$ cat config.mk
export PLATFORM = sky130hd
export DESIGN_NAME = tpc_ram
export DESIGN_NICKNAME = d
export VERILOG_FILES = /design/src/sv/tpc_ram.sv
export SDC_FILE = /design/constraint.sdc
export NUM_CORES = 1
export LEC_CHECK = 0
export ABC_AREA = 1
export BUFFER_PORTS_ARGS = -buffer_cell sky130_fd_sc_hd__buf_2
export CORE_AREA = 2 2 111 113
export DETAILED_ROUTE_END_ITERATION = 6
export DIE_AREA = 0 0 113 115
export PLACE_DENSITY = 0.69
export SETUP_SLACK_MARGIN = 0.05
export SYNTH_ARGS = -nofsm -noshare
export SYNTH_HDL_FRONTEND = slang
export SYNTH_SLANG_ARGS = --single-unit
export TNS_END_PERCENT = 20
$ cat constraint.sdc
create_clock -name clk -period 2.9 [get_ports clk]
set_clock_uncertainty 0.05 [all_clocks]
set_input_delay 0.58 -clock clk [delete_from_list [all_inputs] [get_ports clk]]
set_output_delay 0.58 -clock clk [all_outputs]
set_load 0.05 [all_outputs]
$ cat src/sv/tpc_ram.sv
// Generic single-write, single-read RAM with registered read data.
`default_nettype none
module tpc_ram #(
  parameter int WIDTH = 8,
  parameter int DEPTH = 16
) (
  input  logic                     clk,
  input  logic                     we,
  input  logic [$clog2(DEPTH)-1:0] waddr,
  input  logic [WIDTH-1:0]         wdata,
  input  logic [$clog2(DEPTH)-1:0] raddr,
  output logic [WIDTH-1:0]         rdata
);

  logic [WIDTH-1:0] mem [DEPTH];

  always_ff @(posedge clk) begin
    if (we) begin
      mem[waddr] <= wdata;
    end
    rdata <= mem[raddr];
  end

endmodule
`default_nettype wire

=== Word-level counts from Yosys, hierarchy flattened ===
Memories as Yosys holds them, arrays and structs flattened. A register that Yosys moved wholly into a read port is not among the register bits.
Cells that the tools add are included.

* Mux-type cells: 2

{| class="wikitable"
|+ Operators by type and width
! kind !! count
|-
| $mux W1 || 2
|}

* Register bits after elaboration: 0
* RAM bits: 128
* Input bits: 18
* Output and inout port bits: 8
* Word-level logic and storage cells: 3
* Memories kept: 1

{| class="wikitable"
|+ Memories
! name !! depth !! bits a word !! rd ports !! clocked after memory_dff !! wr ports !! line !! source
|-
| mem || 16 || 8 || 1 || 1 || 1 || 15 || <nowiki>logic [WIDTH-1:0] mem [DEPTH];</nowiki>
|}

=== Logic depth before layout (Yosys ltp) ===
* Word-level depth: 2
* Mapped depth: 8
* Depth with buffers taken out: 7

=== Worst setup path before layout ===
No wires, ideal clock.

* Path type: input port to flip-flop
* From: in waddr[2]
* To: mem mem[10][0] (enable)
* Library setup time: 0.370 ns
* Data arrival time: 1.161 ns
* Data required time: 2.480 ns
* Setup slack: 1.319 ns
* Stages: 2
* Buffers on the path: 0
* Cells stage by stage: nand3b_1 nor2_1

{| class="wikitable"
|+ RTL lines
! what !! line !! source
|-
| start: declaration || 9 || <nowiki>input logic [$clog2(DEPTH)-1:0] waddr,</nowiki>
|-
| end: declaration || 15 ||
|}

No word-level cell before the write port.

=== Final worst setup path ===
* From: reg rdata[3] (read register of mem)
* To: out rdata[3]

{| class="wikitable"
|+ RTL lines
! what !! line !! source
|-
| start: declaration || 12 || <nowiki>output logic [WIDTH-1:0] rdata</nowiki>
|}

No word-level cell between the ends.

==> qor.yml <==
global_routing:
  grt_pass1_vias: 3701
  track_usage_pct: 20.3
  grt_antenna_before_repair: 0
  grt_first_pass_wirelength_microns: 19800
  grtUsageMet3_pct: 3.95
  busiest_layer: "met2"
  gr-usage-met2_pct: 32.4
  grtUsageMet1_pct: 27.1
  grt_max_degree: 65
  grt.overflow.total: 0
yosys:
  synth.area.mux_share_pct: 0
  synth-seq-cells: 136
  synthesis.area_sq_um: 5770
  synth_xor_area_share_pct: 0
  synthAdderAreaFrac_pct: 0
  seq_area_frac_synth_pct: 69.4
  synth_area_leader_cell: "edfxtp_1"
  synth_top_cells_by_area: "edfxtp_1 67%, nand2_1 11%, nand3_1 8.4%, inv_1 6.5%, dfxtp_1 2.8%"
  syn_area_per_cell_sq_um: 10.5
  synth-simple-area-share_pct: 21.0
  synth-compound-area-share_pct: 0
  syn-num-nets: 569
  synth_largest_type_area_fraction_pct: 66.7
  synth_cell_type_count: 12
  synth_warnings: 0
  synth_top_family_by_area: "simple AND/OR/NAND/NOR gates"
  syn_inst: 551
critical_path:
  reg2regPathDepth: 6
  reg2reg_from: "mem[1][3]"
  r2r_slack_ns: 1.77
  startpoint: "rdata[3]"
  cp_num_buf_inv: 1
  cpMaxStageDelayCell: "dfxtp_1"
  cp_max_fo: 1
  max_stage_delay_ns: 0.41
  crit_cells: 1
  cp_cell_sequence: "buf_2"
  crit_type: "reg -> out"
  critPathTopFamily: "flip-flops"
  end_kind: "output port"
  arrival_ns: 1.12
  start_kind: "flip-flop"
  r2r_end: "rdata[3]"
  cp.required_ns: 2.27
placed_design:
  placed_area_sq_um: 5940
  place.gp.congestion: 0.807
  hpwlAfterDp_microns: 7470
  portBuffers: 25
timing:
  fmax_mhz: 573
  setup_violations: 0
  period_minus_slack_ns: 1.75
  fin_crit_sh_pct: 60.2
  worst_pin_slew_ns: 0.857
  whs_ns: 0.508
  hold_viol_final: 0
  finalMaxSlewViolations: 0
  slew_headroom_pct: 42.7
  fin_setup_tns_ns: 0
  rsz0062_at_grt: "no"
clocking:
  clockBufferDepth: 2
  cts_buffers: 17
  clockRootBuffer: "clkbuf_16"
  clkSinkCount: 136
  cts-htree-levels: 4
  ctsHoldBuffers: 0
  cts_tree: "built"
  cts.clk_slew.worst_paths_ns: 0.05
  post_cts_resized: 0
  clk_latency_ns: 0.40
  post_cts_buffers: 0
status:
  outcome: "finished clean"
floorplan:
  rows: 40
  die_w_microns: 113
  die_area_sq_um: 13000
  start_util_pct: 48.8
  ioPinCount: 26
  core_area_sq_um: 11800
  die_y_microns: 115
route:
  ant_nets: 0
  viasPerCell: 5.15
  drc_errors: 0
  route.vias.total: 3778
  first_pass_iters: 5
  first_iter_violations: 360
  drt_wl_total_microns: 12500
  wl_per_cell_microns: 17.0
layout:
  fin_area_sq_um: 6500
  layout_common_cells: "173 x nand2_1, 128 x edfxtp_1, 100 x inv_1, 97 x nand3_1, 25 x buf_2"
  num_antenna_cells: 0
  layout_commonest_cell: "nand2_1"
  area_delta_synth_final_pct: 12.6
  drive_above_1_share_pct: 9.03
  final_core_util_pct: 55.0
  nets: 592
worst_hold_path:
  holdPathEnd: "rdata[6]"
  min_path_type: "in -> reg"
  hold_path_depth: 3
  hold_start: "raddr[3]"
job:
  drv_cap: 0
power_and_ir_drop:
  leakagePower_nw: 2.80
  p_per_area_nw_per_um2: 693
  peakVddDrop_mv: 0.547
-- flip-flops by register name, indices dropped and copies added, names as in the netlist --
register and count:
mem 128, rdata 8
-- stage by stage --
stage                     power (mW)  cells  setup slack, ns
final                           4.50    734             1.15
after global routing            4.64    734             1.15
after CTS                       4.51    734             1.16
after detailed placement        2.55    702            0.755
after global placement          2.54    702            0.832
after floorplan                 2.45    551             1.32
-- synth_stat cells --
library cell  instances
nand3_1              97
buf_1                 1
inv_2                 2
inv_1               100
nand3b_1              2
nor2_1               17
buf_6                 6
buf_2                13
buf_4                 4
dfxtp_1               8
nand2_1             173
edfxtp_1            128
-- tightest hold or removal path, delay by kind of cell --
kind	cells	cell delay, ns
AND/OR/NAND/NOR	2	0.15
buffers and inverters	1	0.17
-- worst max-delay path by stage --
stage	to	slack [ns]
after floorplan	mem[10][0]	1.32
after global placement	mem[7][7]	0.83
after detailed placement	mem[7][2]	0.76
after CTS	rdata[3]	1.16
after global routing	rdata[3]	1.15
final	rdata[3]	1.15
-- area by class of cell --
type	instances	area, sq um
inverters	102	383
flip-flops and latches	136	4000
clock buffers	28	507
clock inverters	4	45.0
multi-input cells	289	1210
fillers	981	5320
repair buffers	28	160
well taps	147	184
-- routing by layer --
| layer | share of wire [%] | wire length, microns |
|---|---|---|
| met1 | 42 | 5260 |
| met2 | 49 | 6080 |
| met3 | 6.8 | 844 |
| met4 | 2.5 | 310 |
| met5 | 0 | 0 |
-- logic make-up (layout without fill, tap and decap cells) --
family	after synthesis	in the layout
buffers and inverters	126	162
DFF	136	136
and+or+nand+nor	289	289
-- report_power, final --
| group | switching [mW] | internal, mW |
|---|---|---|
| logic | 0.227 | 0.0720 |
| registers | 0.0151 | 2.20 |
| clock network | 0.723 | 1.27 |
| total | 0.965 | 3.54 |
Power figures use the tool's default switching activity.
