===== src/sv/tpc_pkg.sv =====
// Shared constants and stream payload layouts for the TCP port traffic counter.
`default_nettype none
package tpc_pkg;

  localparam int PORT_BITS         = 16;
  localparam int PACKET_COUNT_BITS = 32;
  localparam int BYTE_COUNT_BITS   = 48;

  localparam int FIXED_HEADER_BYTES = 20;
  localparam int WORD_BYTES         = 4;

  localparam logic [1:0] STATUS_OK         = 2'd0;
  localparam logic [1:0] STATUS_SHORT_BASE = 2'd1;
  localparam logic [1:0] STATUS_SHORT_HDR  = 2'd2;

  // Request payload, first field in the lowest bits.
  typedef struct packed {
    logic [3:0]  pad;
    logic [15:0] destination_port;
    logic [15:0] source_port;
    logic [3:0]  data_offset_nibble;
    logic [15:0] header_offset;
    logic [15:0] packet_length;
  } in_item_t;

  // Result payload, first field in the lowest bits.
  typedef struct packed {
    logic [6:0]  pad;
    logic [47:0] dst_bytes_received;
    logic [31:0] dst_packets_received;
    logic [47:0] src_bytes_sent;
    logic [31:0] src_packets_sent;
    logic [16:0] distinct_ports;
    logic [47:0] all_bytes;
    logic [31:0] all_packets;
    logic [15:0] payload_bytes;
    logic [5:0]  header_bytes;
    logic [1:0]  status;
  } out_item_t;

  localparam int IN_TDATA_BITS  = $bits(in_item_t);
  localparam int OUT_TDATA_BITS = $bits(out_item_t);

endpackage
`default_nettype wire


===== src/sv/tpc_counter_update.sv =====
// Shared packet/byte counter adder used for the totals and both port entries.
`default_nettype none
module tpc_counter_update #(
  parameter int PACKET_COUNT_BITS = tpc_pkg::PACKET_COUNT_BITS,
  parameter int BYTE_COUNT_BITS   = tpc_pkg::BYTE_COUNT_BITS
) (
  input  logic                         apply,
  input  logic [15:0]                  payload,
  input  logic [PACKET_COUNT_BITS-1:0] pkt_count,
  input  logic [BYTE_COUNT_BITS-1:0]   byte_count,
  output logic [PACKET_COUNT_BITS-1:0] pkt_sum,
  output logic [BYTE_COUNT_BITS-1:0]   byte_sum
);

  // A rejected segment passes the counters through unchanged.
  always_comb begin
    if (apply) begin
      pkt_sum  = pkt_count + PACKET_COUNT_BITS'(1);
      byte_sum = byte_count + BYTE_COUNT_BITS'(payload);
    end else begin
      pkt_sum  = pkt_count;
      byte_sum = byte_count;
    end
  end

endmodule
`default_nettype wire


===== config.mk =====
export PLATFORM = sky130hd
export DESIGN_NAME = tpc_counter_update
export DESIGN_NICKNAME = d
export VERILOG_FILES = /design/src/sv/tpc_pkg.sv /design/src/sv/tpc_counter_update.sv
export SDC_FILE = /design/constraint.sdc
export NUM_CORES = 1
export LEC_CHECK = 0
export BUFFER_PORTS_ARGS = -buffer_cell sky130_fd_sc_hd__buf_2
export CAP_MARGIN = 5
export CORE_MARGIN = 3
export CORE_UTILIZATION = 40
export DETAILED_ROUTE_END_ITERATION = 16
export PLACE_DENSITY_LB_ADDON = 0.05
export SYNTH_ARGS = -nofsm -noshare
export SYNTH_HDL_FRONTEND = slang
export SYNTH_SLANG_ARGS = --single-unit

===== constraint.sdc =====
create_clock -name vclk -period 7.2
set_input_delay 1.8 -clock vclk [all_inputs]
set_output_delay 1.8 -clock vclk [all_outputs]
set_load 0.01 [all_outputs]

# ---- Yosys cells after proc, flatten, opt, wreduce, memory -nomap -nowiden
# Index checks and enable logic that the tools add are counted.
# W data, S select, Z words.
dict set report word_totals {
  regBits 0
  in_bits 97
}
dict set report op_classes {
  add_sub_neg 2
  n_mux 2
}
# cell count
set op_table {}
lappend op_table {{$add A48 B16 Y48} 1}
lappend op_table {{$mux W48} 1}
lappend op_table {{$add A32 B1 Y32 const B} 1}
lappend op_table {{$mux W32} 1}

# ---- Logic depth before layout (Yosys ltp)
dict set report depth {
  ltp_word 2
  ltp_mapped 9
  ltp_nobuf 8
}

# ---- Worst setup path after synthesis
# OpenSTA, ideal clock, no wires.
dict set report synth_path {
  path_kind {input-to-output}
  startpoint {input payload[0]}
  endpoint {output byte_sum[26]}
  arrival_ns 3.941
  required_time_ns 5.400
  setup_slack_ns 1.459
  stages 9
  path_buffers 1
  cell_sequence {ha_1 -> fa_1 -> a21o_1 -> a221oi_2 -> o221a_2 -> o211a_2 -> buf_2 -> nor3_1 -> xnor2_1}
}
dict set report synth_via {
  elab_chain_len 2
}
# element line
set synth_rtl {}
lappend synth_rtl {{from (decl)} tpc_counter_update.sv:8} ;# input logic [15:0] payload,
lappend synth_rtl {{$add A48 B16 Y48} tpc_counter_update.sv:19} ;# byte_sum = byte_count + BYTE_COUNT_BITS'(payload);
lappend synth_rtl {{$mux W48} tpc_counter_update.sv:17} ;# if (apply) begin
lappend synth_rtl {{to (decl)} tpc_counter_update.sv:12} ;# output logic [BYTE_COUNT_BITS-1:0] byte_sum
# Every way passes these cells.

# ---- Worst setup path in the final report
dict set report layout_path {
  startpoint {input payload[0]}
  endpoint {output byte_sum[42]}
}
# Same word-level chain as after synthesis.

==> results.txt <==
- Status: complete, no violations
* Clock buf count: 0
* CP Launch Point: payload[0]
* Total power divided by cell area: roughly 65 mW/mm²
* Number of distinct library cells after synthesis: 47
- The count of buffers added on input and output ports is 177.
- First-iteration detailed-routing DRC count: slightly above 70
- Of the cells placed in the final design, the portion with a size suffix greater than 1 is between 40% and 50%.
- Post-synthesis cell count: around 310
- Post-CTS resize count: 0
- The sequential cells in the finished layout cover a total of 0 µm².
* Pin count of the biggest net entering global routing: 30
- Setup repair after global routing missed its margin: false
- Sum of negative setup slack: 0 ns
- Largest fanout on the critical path: 16
- First-pass GRT wire length: ~11 mm
- The congestion estimate from routability-driven global placement came to 0.818.
- Net Switching: 110 µW
* Number of hold buffers added after CTS: 0
* Number of antenna diodes: 0
* Logic gate share of total power: 100.0%
- Min-Delay Path Class: in -> out
- The total count of hold-check failures in the final report came to 0.
* Arrival time at the worst endpoint: roughly 4.3 ns
- Mean instance size in the synthesized netlist: 7.27 µm²
- Internal power summed over all cells: just under 100 µW
- At the placement stage, the worst setup path has a slack of roughly 1.1 ns.
* Cell taking the most area after synthesis: sky130_fd_sc_hd__xor2_1
* Max Fclk: approximately 0.16 GHz
* Area of the placeable core: 0.00530 mm²
* Vias: 2889
- Global routing used approximately 1.8% of the available met3 tracks.
- GR Util met2: 39.5%
- met2 is the most crowded layer.
- # setup viols final: 0
* Final max-slew violation count: 0
- The tightest hold path in the finished design has a slack of 3.86 ns.
- For the pin with the worst max-slew slack, the measured transition is 0.907 ns.
- Share of the cycle needed by the critical path after routing: between 80% and 90%
- Synth cell count leaders: sky130_fd_sc_hd__xor2_1, sky130_fd_sc_hd__nand2_1, sky130_fd_sc_hd__xnor2_1
* Proportion of total power due to net switching: 53.0%
- Endpoint of the worst hold-timing path: byte_sum[47]
* Slew HR: about two fifths
- In this run the most critical hold path is launched from byte_count[47].
- Vias in the first global route: 2645
* Worst setup slack after layout: 1.11 ns
- Startpoint types: primary input
- Along the worst hold path, the cell count comes to 3.
- Synthesis produced a netlist with a net count of 429.
- After detailed routing, the number of remaining DRC violations is 0.
- In this run the vertical extent of the chip is about 82 µm.
- Number of nets in the finished design: 597
- Ranked by total cell area, the synthesized netlist is headed by sky130_fd_sc_hd__xor2_1, sky130_fd_sc_hd__xnor2_1, sky130_fd_sc_hd__ha_1.
- In the global route stage, overall resource usage came out at approximately 20%.
- Number of filler instances in the final layout: about 530
* Clk network pwr share: 0%
- Number of search-and-repair iterations in the first detailed-routing pass: 4
* Sequential share of power: 0%
- Ports placed on the boundary: ~180
* Required time at the endpoint of the critical path: around 5.4 ns
- Total standard cell area after synthesis: 0.00228 mm²
- The design has 0 sequential cells.
* Met1 usage in global routing: 24.1%
- After detailed routing, the number of vias per cell comes to 5.25.
- Sequential elements use 0% of the synthesized area.
* Area added between synthesis and finish: 39.9%
* Mean routed wirelength per cell: between 10 and 15 µm
- Once the floorplan was initialized, standard cells occupied 43.1% of the core.
* Antenna violations before repair: 0
* Total power after layout: 208 µW
- Type of element capturing the critical path: output port
- Maximum resistive drop on vdd: 0.0548 mV
* Fraction of the core area covered by cells at the end of the flow: between 60% and 70%
- The floorplan has 26 rows.
- Final global-route overflow total: 0
- The HPWL after detailed placement is 6.19 mm.
- Die outline area: about 0.0067 mm²
- The Yosys step of the flow raised 0 warnings.
- The smallest clock period supported by the final layout is computed as about 6.1 ns.
- The worst setup path is of the in -> out kind.
- Final antenna-violating net count: 0
- Share of Yosys cell area claimed by the top area cell type: between 10% and 20%
* Die boundary width: between 80 and 90 µm
- Leakage component of the power: 1.54 nW
* Max-capacitance violation count: 0
- In this run the post-CTS setup repair buffer count came out at 0.
* Most frequent cell after synthesis: sky130_fd_sc_hd__xor2_1
- Summed over all layers, the routed wires come to just over 7 mm.
## cells in the final DEF (no fill, tap or decap), types with 9 or more instances in the layout
cell,synthesis,final
sky130_fd_sc_hd__nand3_1,18,18
sky130_fd_sc_hd__xnor2_1,36,36
sky130_fd_sc_hd__xor2_1,40,40
sky130_fd_sc_hd__nor2_1,21,21
sky130_fd_sc_hd__a21oi_1,18,18
sky130_fd_sc_hd__buf_2,2,177
sky130_fd_sc_hd__a21o_1,9,9
sky130_fd_sc_hd__nand4_1,14,14
sky130_fd_sc_hd__nand2_1,37,37
sky130_fd_sc_hd__ha_1,17,17
sky130_fd_sc_hd__mux2_2,14,14
## routing by layer
| metal | vias up | part of all wire, % | routed length, µm |
|---|---|---|---|
| li1 | 1484 | - | - |
| met1 | 1283 | 41 | 2950 |
| met2 | 118 | 49 | 3500 |
| met3 | 4 | 9.2 | 656 |
| met4 | 0 | 0.71 | 51 |
| met5 | - | 0 | 0 |
## logic make-up after synthesis
family	Yosys count	share of synthesized area, %
buf+inv	18	3.89
mux	14	6.90
fa+ha+maj	18	10.2
simple gates	131	29.5
xor+xnor	76	29.2
compound gates	57	20.4
## how the worst max path moves through the flow
stage                    to  slack [ns]  depth (start not counted)
2_1_floorplan  byte_sum[26]        1.46                          9
3_3_place_gp   byte_sum[42]        1.11                         10
3_5_place_dp   byte_sum[42]        1.10                         10
4_1_cts        byte_sum[42]        1.09                         10
5_1_grt        byte_sum[42]        0.92                         10
6_report       byte_sum[42]        1.11                         10
## area by class of cell
type / instances / area (µm²) / share of cell area, %
multi-input cells: 296 / 2190 / 68.7
repair buffers: 177 / 886 / 27.7
well taps: 70 / 87.6 / 2.74
inverters: 7 / 26.3 / 0.823
## critical path, cell delays in order
cell and delay (ns):
sky130_fd_sc_hd__buf_2 0.10, sky130_fd_sc_hd__ha_1 0.23, sky130_fd_sc_hd__fa_1 0.41, sky130_fd_sc_hd__a21o_1 0.23, sky130_fd_sc_hd__a221oi_2 0.34, sky130_fd_sc_hd__o221a_2 0.31
sky130_fd_sc_hd__o211a_2 0.41, sky130_fd_sc_hd__nor4_1 0.13, sky130_fd_sc_hd__xor2_1 0.17, sky130_fd_sc_hd__buf_2 0.16
## power by group through the flow
stage / sequential, mW / clock [mW] / combinational [mW]
after floorplan: 0 / 0 / 0.122
after global placement: 0 / 0 / 0.206
after detailed placement: 0 / 0 / 0.208
after CTS: 0 / 0 / 0.209
after global routing: 0 / 0 / 0.231
final: 0 / 0 / 0.208
## through the flow
stage / cells / instance area, µm²
2_1_floorplan: 314 / 2280
3_3_place_gp: 550 / 3190
3_5_place_dp: 550 / 3190
4_1_cts: 550 / 3190
5_1_grt: 550 / 3190
6_report: 550 / 3190
Power figures use the tool's default switching activity.
